`config.mk`:
```
export PLATFORM = sky130hd
export DESIGN_NAME = three_wire_rtc_serial_port_top
export DESIGN_NICKNAME = d
export VERILOG_FILES = /design/src/sv/twrtc_pkg.sv /design/src/sv/three_wire_rtc_serial_port_top.sv /design/src/sv/twrtc_clock_fmt.sv /design/src/sv/twrtc_engine.sv
export SDC_FILE = /design/constraint.sdc
export NUM_CORES = 1
export LEC_CHECK = 0
export BUFFER_PORTS_ARGS = -buffer_cell sky130_fd_sc_hd__buf_2
export CAP_MARGIN = 15
export CORE_ASPECT_RATIO = 0.75
export CORE_MARGIN = 2
export CORE_UTILIZATION = 63
export CTS_CLUSTER_SIZE = 40
export DETAILED_ROUTE_END_ITERATION = 8
export GPL_ROUTABILITY_DRIVEN = 0
export GPL_TIMING_DRIVEN = 0
export PLACE_DENSITY = 0.83
export SYNTH_ARGS = -nofsm -noshare
export SYNTH_HDL_FRONTEND = slang
export SYNTH_HIERARCHICAL = 1
export SYNTH_SLANG_ARGS = --single-unit
```
`constraint.sdc`:
```
create_clock -name clock -period 6.1 [get_ports clock]
set_input_delay 0.305 -clock clock [delete_from_list [all_inputs] [get_ports clock]]
set_output_delay 0.305 -clock clock [all_outputs]
set_load 0.02 [all_outputs]
```
`src/sv/twrtc_pkg.sv`:
```
// ----------------------------------------------------------------------------
// Three-wire RTC serial port package
// Shared codes, types and helper functions for the serial port blocks.
// ----------------------------------------------------------------------------
package twrtc_pkg;

   // Port buffer geometry.
   localparam int BUFFER_BYTES = 8;
   localparam int BUF_IDX_W    = 3;
   localparam int CLOCK_BYTES  = 7;
   localparam int TIME_BYTES   = 3;
   // Hour is the first of the three time-only bytes in the date/time buffer.
   localparam int TIME_FIRST   = 4;

   // Protocol phases.
   localparam logic [1:0] PHASE_COMMAND   = 2'd0;
   localparam logic [1:0] PHASE_RECEIVING = 2'd1;
   localparam logic [1:0] PHASE_SENDING   = 2'd2;

   // Register indexes.
   localparam logic [2:0] REG_STATUS_ONE = 3'd0;
   localparam logic [2:0] REG_STATUS_TWO = 3'd1;
   localparam logic [2:0] REG_DATE_TIME  = 3'd2;
   localparam logic [2:0] REG_TIME       = 3'd3;
   localparam logic [2:0] REG_ALARM_ONE  = 3'd4;
   localparam logic [2:0] REG_ALARM_TWO  = 3'd5;
   localparam logic [2:0] REG_ADJUST     = 3'd6;
   localparam logic [2:0] REG_FREE       = 3'd7;

   // Nibble that marks a valid command byte.
   localparam logic [3:0] CMD_MARKER = 4'b0110;
   // Bits of status one that a write may change.
   localparam logic [7:0] STATUS_ONE_MASK = 8'h0E;

   // One port access as seen by the engine.
   typedef struct packed {
      logic       opcode;
      logic [7:0] port_value;
   } step_type;

   // One result beat.
   typedef struct packed {
      logic [6:0] port_readback;
      logic       command_error;
   } result_type;

   // Current date and time in BCD: year, month, day, weekday, hour, minute, second.
   typedef logic [CLOCK_BYTES-1:0][7:0] clock_bytes_type;

   // Number of bytes that each register transfers.
   function automatic logic [2:0] reg_byte_count(input logic [2:0] sel);
      logic [2:0] count;
      unique case (sel)
         REG_STATUS_ONE: count = 3'd1;
         REG_STATUS_TWO: count = 3'd1;
         REG_DATE_TIME:  count = 3'd7;
         REG_TIME:       count = 3'd3;
         REG_ALARM_ONE:  count = 3'd3;
         REG_ALARM_TWO:  count = 3'd3;
         REG_ADJUST:     count = 3'd1;
         REG_FREE:       count = 3'd1;
         default:        count = 3'd1;
      endcase
      return count;
   endfunction

   // Reverse the bit order of a byte.
   function automatic logic [7:0] bit_reverse(input logic [7:0] d);
      logic [7:0] r;
      for (int i = 0; i < 8; i++) begin
         r[i] = d[7-i];
      end
      return r;
   endfunction

   // Binary to BCD for values below 128. Tens come from a multiply by the
   // reciprocal of ten (205/2048), which is exact over this range.
   function automatic logic [7:0] bcd_byte(input logic [6:0] v);
      logic [14:0] prod;
      logic [3:0]  tens;
      logic [6:0]  rest;
      prod = 15'(v) * 15'd205;
      tens = prod[14:11];
      rest = v - 7'(7'(tens) * 7'd10);
      return {tens, rest[3:0]};
   endfunction

endpackage

```
`src/sv/three_wire_rtc_serial_port_top.sv`:
```
// ----------------------------------------------------------------------------
// Three-wire RTC serial port
// Top level: input register, protocol engine and result register.
// ----------------------------------------------------------------------------
// Usage:
//   The req_ channel carries one port access per beat: req_opcode 0 reads the
//   port back, 1 writes req_port_value (SIO/SCK/CS in bits 0-2, their write
//   enables in bits 4-6). The req_now_* fields give the current date and
//   time, sampled when a read command is recognized.
//   The rsp_ channel returns one beat per access: the port levels and enables
//   after the access, and command_error when the access completed a command
//   byte of unknown format.
//   An accepted req_ beat passes the input register and the result register
//   before rsp_valid. One beat is taken every cycle unless a stalled result
//   blocks it; the engine step between the two registers is combinational.
//   When rsp_stall is high with a result waiting, the input register holds
//   one more beat and then req_stall rises; nothing is dropped.
//   Reset clears the lines, the enables, the status registers and puts the
//   engine back into command phase; the port is usable the cycle after.
// ----------------------------------------------------------------------------
module three_wire_rtc_serial_port_top (
   input  logic       clock,
   input  logic       reset,
   input  logic       req_valid,
   output logic       req_stall,
   input  logic       req_opcode,
   input  logic [7:0] req_port_value,
   input  logic [6:0] req_now_year,
   input  logic [3:0] req_now_month,
   input  logic [4:0] req_now_day,
   input  logic [2:0] req_now_weekday,
   input  logic [4:0] req_now_hour,
   input  logic [5:0] req_now_minute,
   input  logic [5:0] req_now_second,
   output logic       rsp_valid,
   input  logic       rsp_stall,
   output logic [6:0] rsp_port_readback,
   output logic       rsp_command_error
);
   import twrtc_pkg::*;

   logic            in_valid_ff;
   logic            in_opcode_ff;
   logic [7:0]      in_port_value_ff;
   logic [6:0]      in_year_ff;
   logic [3:0]      in_month_ff;
   logic [4:0]      in_day_ff;
   logic [2:0]      in_weekday_ff;
   logic [4:0]      in_hour_ff;
   logic [5:0]      in_minute_ff;
   logic [5:0]      in_second_ff;
   logic            rsp_valid_ff;
   result_type      rsp_ff;
   logic            advance;
   step_type        step;
   clock_bytes_type clock_bytes;
   result_type      result;

   // The input beat moves on whenever the result register is free or draining.
   assign advance   = in_valid_ff && (!rsp_valid_ff || !rsp_stall);
   assign req_stall = in_valid_ff && !advance;

   // Input register.
   always_ff @(posedge clock) begin
      if (reset) begin
         in_valid_ff <= 1'b0;
      end else if (!req_stall) begin
         in_valid_ff <= req_valid;
      end
   end

   always_ff @(posedge clock) begin
      if (!req_stall) begin
         in_opcode_ff     <= req_opcode;
         in_port_value_ff <= req_port_value;
         in_year_ff       <= req_now_year;
         in_month_ff      <= req_now_month;
         in_day_ff        <= req_now_day;
         in_weekday_ff    <= req_now_weekday;
         in_hour_ff       <= req_now_hour;
         in_minute_ff     <= req_now_minute;
         in_second_ff     <= req_now_second;
      end
   end

   assign step.opcode     = in_opcode_ff;
   assign step.port_value = in_port_value_ff;

   twrtc_clock_fmt u_clock_fmt (
      .now_year    (in_year_ff),
      .now_month   (in_month_ff),
      .now_day     (in_day_ff),
      .now_weekday (in_weekday_ff),
      .now_hour    (in_hour_ff),
      .now_minute  (in_minute_ff),
      .now_second  (in_second_ff),
      .clock_bytes (clock_bytes)
   );

   twrtc_engine u_engine (
      .clock       (clock),
      .reset       (reset),
      .step_valid  (advance),
      .step        (step),
      .clock_bytes (clock_bytes),
      .result      (result)
   );

   // Result register.
   always_ff @(posedge clock) begin
      if (reset) begin
         rsp_valid_ff <= 1'b0;
      end else if (advance) begin
         rsp_valid_ff <= 1'b1;
      end else if (!rsp_stall) begin
         rsp_valid_ff <= 1'b0;
      end
   end

   always_ff @(posedge clock) begin
      if (advance) begin
         rsp_ff <= result;
      end
   end

   assign rsp_valid         = rsp_valid_ff;
   assign rsp_port_readback = rsp_ff.port_readback;
   assign rsp_command_error = rsp_ff.command_error;

   // Every beat that leaves the input register shows up as a result.
   assert property (@(posedge clock) disable iff (reset)
      advance |=> rsp_valid_ff)
      else $error("input beat advanced without a result");

   // A stalled result beat stays valid and keeps its payload.
   assert property (@(posedge clock) disable iff (reset)
      (rsp_valid_ff && rsp_stall) |=> (rsp_valid_ff && $stable(rsp_ff)))
      else $error("stalled result beat changed");

   // The input side stalls only behind a stalled result.
   assert property (@(posedge clock) disable iff (reset)
      req_stall |-> (rsp_valid_ff && rsp_stall))
      else $error("input stalled without a stalled result");

endmodule

```
`src/sv/twrtc_clock_fmt.sv`:
```
// ----------------------------------------------------------------------------
// Three-wire RTC clock formatter
// Converts the current binary date and time fields into BCD buffer bytes.
// ----------------------------------------------------------------------------
module twrtc_clock_fmt (
   input  logic [6:0]                 now_year,
   input  logic [3:0]                 now_month,
   input  logic [4:0]                 now_day,
   input  logic [2:0]                 now_weekday,
   input  logic [4:0]                 now_hour,
   input  logic [5:0]                 now_minute,
   input  logic [5:0]                 now_second,
   output twrtc_pkg::clock_bytes_type clock_bytes
);
   import twrtc_pkg::*;

   // Byte order follows the date/time register layout.
   assign clock_bytes[0] = bcd_byte(now_year);
   assign clock_bytes[1] = bcd_byte(7'(now_month));
   assign clock_bytes[2] = bcd_byte(7'(now_day));
   assign clock_bytes[3] = bcd_byte(7'(now_weekday));
   assign clock_bytes[4] = bcd_byte(7'(now_hour));
   assign clock_bytes[5] = bcd_byte(7'(now_minute));
   assign clock_bytes[6] = bcd_byte(7'(now_second));

endmodule

```
`src/sv/twrtc_engine.sv`:
```
// ----------------------------------------------------------------------------
// Three-wire RTC protocol engine
// Holds the line levels and the serial protocol state, and works out one
// port access per cycle.
// ----------------------------------------------------------------------------
module twrtc_engine (
   input  logic                       clock,
   input  logic                       reset,
   input  logic                       step_valid,
   input  twrtc_pkg::step_type        step,
   input  twrtc_pkg::clock_bytes_type clock_bytes,
   output twrtc_pkg::result_type      result
);
   import twrtc_pkg::*;

   logic [2:0]           lines_ff, lines_in;
   logic [2:0]           enables_ff, enables_in;
   logic [2:0]           bit_pos_ff, bit_pos_in;
   logic [BUF_IDX_W-1:0] byte_pos_ff, byte_pos_in;
   logic [7:0]           shift_ff, shift_in;
   logic [1:0]           phase_ff, phase_in;
   logic [2:0]           sel_ff, sel_in;
   logic [7:0]           status_one_ff, status_one_in;
   logic [7:0]           status_two_ff, status_two_in;
   logic [7:0]           buf_ff [BUFFER_BYTES];
   logic [7:0]           buf_in [BUFFER_BYTES];

   logic [2:0]           we;
   logic [7:0]           shifted;
   logic [7:0]           cmd;
   logic [2:0]           count;
   logic [7:0]           cur;
   logic                 err;

   // Next state for one port access.
   always_comb begin
      lines_in      = lines_ff;
      enables_in    = enables_ff;
      bit_pos_in    = bit_pos_ff;
      byte_pos_in   = byte_pos_ff;
      shift_in      = shift_ff;
      phase_in      = phase_ff;
      sel_in        = sel_ff;
      status_one_in = status_one_ff;
      status_two_in = status_two_ff;
      buf_in        = buf_ff;
      we            = step.port_value[6:4];
      shifted       = shift_ff;
      cmd           = shift_ff;
      count         = reg_byte_count(sel_ff);
      cur           = buf_ff[byte_pos_ff];
      err           = 1'b0;

      if (step_valid && step.opcode) begin
         enables_in = we;
         lines_in   = (lines_ff & ~we) | (step.port_value[2:0] & we);

         // A rising chip select restarts command reception.
         if (!lines_ff[2] && lines_in[2]) begin
            phase_in    = PHASE_COMMAND;
            bit_pos_in  = 3'd0;
            byte_pos_in = '0;
         end

         shifted             = shift_ff;
         shifted[bit_pos_in] = lines_in[0];
         cur                 = buf_ff[byte_pos_in];

         // Falling serial clock with chip select high moves one bit.
         if (lines_in[2] && lines_ff[1] && !lines_in[1]) begin
            unique case (phase_in)
               PHASE_COMMAND: begin
                  shift_in   = shifted;
                  bit_pos_in = bit_pos_in + 3'd1;
                  if (bit_pos_in == 3'd0) begin
                     if (shifted[7:4] == CMD_MARKER) begin
                        cmd = bit_reverse(shifted);
                     end else begin
                        cmd = shifted;
                     end
                     shift_in = cmd;
                     if (shifted[7:4] != CMD_MARKER && shifted[3:0] != CMD_MARKER) begin
                        err = 1'b1;
                     end else begin
                        sel_in      = cmd[6:4];
                        byte_pos_in = '0;
                        if (cmd[7]) begin
                           // Read command: fill the buffer with the register bytes.
                           for (int i = 0; i < BUFFER_BYTES; i++) begin
                              if (i < CLOCK_BYTES) begin
                                 buf_in[i] = 8'h00;
                              end
                           end
                           unique case (cmd[6:4])
                              REG_STATUS_ONE: buf_in[0] = status_one_ff;
                              REG_STATUS_TWO: buf_in[0] = status_two_ff;
                              REG_DATE_TIME: begin
                                 for (int i = 0; i < CLOCK_BYTES; i++) begin
                                    buf_in[i] = clock_bytes[i];
                                 end
                              end
                              REG_TIME: begin
                                 for (int i = 0; i < TIME_BYTES; i++) begin
                                    buf_in[i] = clock_bytes[TIME_FIRST+i];
                                 end
                              end
                              default: ;
                           endcase
                           phase_in = PHASE_SENDING;
                        end else begin
                           phase_in = PHASE_RECEIVING;
                        end
                     end
                  end
               end
               PHASE_RECEIVING: begin
                  if (byte_pos_in < count) begin
                     shift_in   = shifted;
                     bit_pos_in = bit_pos_in + 3'd1;
                     if (bit_pos_in == 3'd0) begin
                        byte_pos_in = byte_pos_in + BUF_IDX_W'(1);
                        // Status registers take one byte, so the last byte is byte zero.
                        if (byte_pos_in == count) begin
                           if (sel_ff == REG_STATUS_ONE) begin
                              status_one_in = (status_one_ff & ~STATUS_ONE_MASK)
                                            | (shifted & STATUS_ONE_MASK);
                           end else if (sel_ff == REG_STATUS_TWO) begin
                              status_two_in = shifted;
                           end
                           phase_in = PHASE_COMMAND;
                        end
                     end
                  end
               end
               PHASE_SENDING: begin
                  lines_in[0]         = cur[0];
                  buf_in[byte_pos_in] = {1'b0, cur[7:1]};
                  bit_pos_in          = bit_pos_in + 3'd1;
                  if (bit_pos_in == 3'd0) begin
                     byte_pos_in = byte_pos_in + BUF_IDX_W'(1);
                     if (byte_pos_in == count) begin
                        phase_in = PHASE_COMMAND;
                     end
                  end
               end
               default: ;
            endcase
         end
      end
   end

   assign result.port_readback = {enables_in, 1'b0, lines_in};
   assign result.command_error = err;

   // Control state.
   always_ff @(posedge clock) begin
      if (reset) begin
         lines_ff      <= '0;
         enables_ff    <= '0;
         bit_pos_ff    <= '0;
         byte_pos_ff   <= '0;
         shift_ff      <= '0;
         phase_ff      <= PHASE_COMMAND;
         sel_ff        <= '0;
         status_one_ff <= '0;
         status_two_ff <= '0;
      end else begin
         lines_ff      <= lines_in;
         enables_ff    <= enables_in;
         bit_pos_ff    <= bit_pos_in;
         byte_pos_ff   <= byte_pos_in;
         shift_ff      <= shift_in;
         phase_ff      <= phase_in;
         sel_ff        <= sel_in;
         status_one_ff <= status_one_in;
         status_two_ff <= status_two_in;
      end
   end

   // Transfer buffer; every byte sent is loaded first, so it needs no reset.
   always_ff @(posedge clock) begin
      buf_ff <= buf_in;
   end

   // A port read leaves the line and protocol state alone.
   assert property (@(posedge clock) disable iff (reset)
      (step_valid && !step.opcode) |=> ($stable(lines_ff) && $stable(phase_ff)
                                         && $stable(shift_ff)))
      else $error("port read changed engine state");

   // A rejected command byte leaves the engine waiting for a new command.
   assert property (@(posedge clock) disable iff (reset)
      result.command_error |=> (phase_ff == PHASE_COMMAND && bit_pos_ff == 3'd0))
      else $error("engine left command phase after a bad command");

   // While sending, the byte position stays inside the register's length.
   assert property (@(posedge clock) disable iff (reset)
      (phase_ff == PHASE_SENDING) |-> (byte_pos_ff < reg_byte_count(sel_ff)))
      else $error("send position past register length");

endmodule

```
# Yosys cells after proc, flatten, opt, wreduce, memory -nomap -nowiden
# Memory sizes are Yosys's and may differ from the RTL's. A register that Yosys moved wholly into a read port is not among the register bits.
# Cells that the tools add are included.
# W data, S select, Z words.
# word_totals
register_bits	158
mem_bits_ro	16
inputBits	49
out_inout_bits	10
wordCells	164
mem_count	1
# classes
addsub	8
mul	12
n_lt_le_gt_ge	5
n_eq_ne	15
muxes	56
n_bitwise	8
reduce_logical	29
# memory_table
memory	depth	word_bits	rd	rd_clocked_by_memory_dff	wr	line	source
(name not given)	8	2	1	1	0	twrtc_pkg.sv:53	unique case (sel)
# op_table
operator	count
$mux W56	3
$pmux W56 S2	1
$mux W8	10
$bwmux W64	1
$mux W3	15
$pmux W8 S4	1
$pmux W15 S2	1
$mul A6 B8 Y14 const B	2
$mux W27	1
$mul A5 B8 Y13 const B	2
$bmux W8 S3	1
$demux W8 S3	1
$sub A4 B4 Y4	6
$mux W2	9
$pmux W8 S2	1
$mul A7 B8 Y15 const B	1
$mul A4 B8 Y12 const B	1
$logic_and A1 B1 Y1	9
$logic_not A3 Y1	3
$pmux W3 S3	1
$bwmux W8	1
$ne A2 B1 Y1 const B	4
$ne A4 B3 Y1 const B	2
$or A8 B4 Y8	1
37 further kinds	55

# Logic depth before layout (Yosys ltp)
# depth
ltp_word	23
depth_mapped	20

# Cells and area by module
# Netlist, hierarchy kept.
# modules_own_cells
module	n_inst	cells_each	area_each_um2	seq_area_each_um2
twrtc_engine	1	623	5950.7	2652.5
twrtc_clock_fmt	1	420	3848.7	0.0
three_wire_rtc_serial_port_top	1	62	1674.1	1631.6

# Worst setup path after synthesis
# Ideal clock, no wire load.
# synth_timing
path_kind	reg2reg
startpoint	register in_year_ff[4]
endpoint	register u_engine/buf_ff[59] (netlist bit), data pin
setup_ns	0.136
arrival_ns	4.477
required_ns	5.964
slack_ns	1.488
stages_incl_launch_ff	20
n_path_buf	0
synth_period_minus_slack_ns	4.612
path_cell_list	edfxtp_1 -> ha_1 -> ha_1 -> fa_1 -> inv_1 -> fa_1 -> inv_1 -> ha_1 -> a21oi_1 -> a211oi_1 -> o31ai_1 -> nor2b_1 -> xnor2_1 -> fa_1 -> xor2_1 -> xnor2_1 -> xnor2_1 -> nand3_1 -> a211o_1 -> nand3_1
# synth_lines
item	line	source
start: declaration	three_wire_rtc_serial_port_top.sv:45	logic [6:0] in_year_ff;
start signal: assignment	three_wire_rtc_serial_port_top.sv:76	in_year_ff <= req_now_year;
end signal: assignment	twrtc_engine.sv:182	buf_ff <= buf_in;
end: declaration	twrtc_engine.sv:25	logic [7:0] buf_ff [BUFFER_BYTES];

==> results.md <==
- Outcome: finished clean
- Largest net degree at the start of global routing: 30
- Unrepaired setup endpoints after global routing: no
- Period utilization: 85.59%
- Num CTS Buffers: 17
- Ports: between 50 and 60
- Final WS setup: 878.9 ps
- Worst skew pair latency: between 400 and 500 ps
- Max transition margin: 34.89%
- Critical path arrival: 5520 ps
- Cell Area, Synth: 0.01141 sq mm
- Setup crit end kind: flip-flop
- # clock sinks: roughly 150
- Filler instances: between 1,000 and 1,500
- CP max FO: 4
- Layout cells sized above 1: 15.68%
- FP Rows: 42
- Max clock buf depth: 2
- Initial DRT Pass Iterations: 7
- Vias: 8,934
- Layout Cells excl Fill: 1,454
- PostCTS Resize Cnt: 0
- # setup viols final: 0
- Worst setup SP type: flip-flop
- HP Class: in2reg
- Die width: 159.4 um
- CTS tree: built
- First-pass GRT wire length: approximately 44 mm
- Initial antenna violation count: 0
- Final hold vios: 0
- Most frequent cells in the layout: 150 x ha_1, 120 x inv_1, 114 x edfxtp_1, 69 x nor2_1, 67 x buf_2
- PortBufs: 56
- Power Dens Cells: between 200 and 250 mW/mm^2
- F_max: 191.5 MHz
- Htree depth: 4
- Crit path kind: reg2reg
- Core Area: 0.01771 sq mm
- Commonest non-fill, non-tap cell in the layout: ha_1
- Max Cap Viol: 0
- Worst path required time: around 6400 ps
- Setup TNS: 0 ps
- Total gr overflow: 0
- Total GRT Usage: slightly below 30%
- Post-DR wirelength/cell: approximately 18 um
- HPWL Detailed: roughly 20 mm
- Routed Antenna Nets: 0
- Detailed Route WL: 26.66 mm
- Clock transition at path regs: ~70 ps
- Worst VDD drop: 0.0001897 V
- CTS Root Cell: clkbuf_16
- Synth-to-Final Area Change: 11.27%
- Post-CTS setup buffer count: 0
- Pre-CTS setup slack: 988.8 ps
- Antenna diodes: 0
- Synth Area per Inst: 10.35 sq um
- Cells after DPL: 1,422
- Final Skew: 7.441 ps
- Worst slew pin tran: between 900 and 1000 ps
- Max-slew violations: 0
- P_leak: 5.738 nW
- DRC viols: 0
- Initial DRC count: roughly 1,200
- Nets: 1,427
- Min Tclk post-route: ~5200 ps
- YS warnings: 6
- Post-CTS Hold Buffers: 0
- Initial core utilization: 64.45%
- Number of global-route vias before repair: 8,692
- Die area: slightly below 0.02 sq mm
- Die height: 120.6 um
- Vias/cell: about 6.1
- Cells after Synth: 1,103
[layout make-up]
cell class,instances,area [sq um],share of cell area (%)
Sequential cell,154,4224,33.26
Clock inverter,14,147.6,1.163
Inverter,120,450.4,3.547
Timing Repair Buffer,64,352.8,2.778
Multi-Input combinational cell,776,6405,50.43
Buffer,66,387.9,3.054
Tap cell,242,302.8,2.384
Clock buffer,18,429.2,3.379
[worst paths after layout]
kind / startpoint / endpoint / slack [ps] / cells after the start
max reg2reg: in_year_ff[4]$_DFFE_PN_ / u_engine/buf_ff[59]$_DFFE_PP_ / 880 / 19
min: req_now_day[0] / in_day_ff[0]$_DFFE_PN_ / 40 / 1
min reg2reg: u_engine/shift_ff[3]$_SDFFE_PP0P_ / u_engine/shift_ff[3]$_SDFFE_PP0P_ / 450 / 2
max: in_year_ff[4]$_DFFE_PN_ / u_engine/buf_ff[59]$_DFFE_PP_ / 880 / 19
[where the power goes]
part	switching, W	leakage [nW]	internal, W
clock	0.000445	0.272	0.000604
sequential	0.0000229	1.47	0.00114
combinational	0.000390	4.00	0.000329
[sequential cells by signal, indices dropped and copies added (netlist names), 2 cells and up]
| signal | cells |
|---|---|
| u_engine/phase_ff | 2 |
| u_engine/buf_ff | 63 |
| u_engine/lines_ff | 3 |
| in_day_ff | 5 |
| in_port_value_ff | 6 |
| in_hour_ff | 5 |
| u_engine/status_two_ff | 8 |
| rsp_port_readback | 7 |
| u_engine/status_one_ff | 3 |
| u_engine/enables_ff | 3 |
| in_year_ff | 7 |
| u_engine/byte_pos_ff | 3 |
| in_month_ff | 4 |
| in_weekday_ff | 3 |
| in_second_ff | 6 |
| u_engine/count | 2 |
| u_engine/sel_ff | 3 |
| u_engine/bit_pos_ff | 3 |
| in_minute_ff | 6 |
| u_engine/shift_ff | 8 |
[metal layers]
layer	up-vias	routed length (um)	global-route usage (%)
met3	75	2777	6.278
li1	4176	-	-
met1	4201	11140	40.78
met4	0	597	8.466
met2	482	12140	46.79
met5	-	0	0
[metrics by stage]
step                      total power, W  hold slack (ps)  area (sq um)  utilization (%)
after floorplan                 0.001721            367.4         11460                -
after global placement          0.001854            438.1         12050            68.02
after detailed placement        0.001895            448.1         12120            68.45
after CTS                       0.002940            34.49         12700            71.71
after global routing            0.003096            25.63         12700            71.71
final                           0.002929            42.19         12700            71.71
[critical path: stages (launching register included)]
cell      delay [ps]
edfxtp_1         460
ha_1             340
ha_1             300
fa_1             510
inv_1             50
fa_1             490
inv_1             40
ha_1             270
a21oi_1          160
a211oi_1          90
o31ai_1          480
nor2b_1          240
xnor2_1          150
fa_1             460
xor2_1           180
xnor2_1          200
xnor2_1          150
nand3_1          110
a211o_1          300
nand3_1           90
Power figures use the tool's default switching activity.
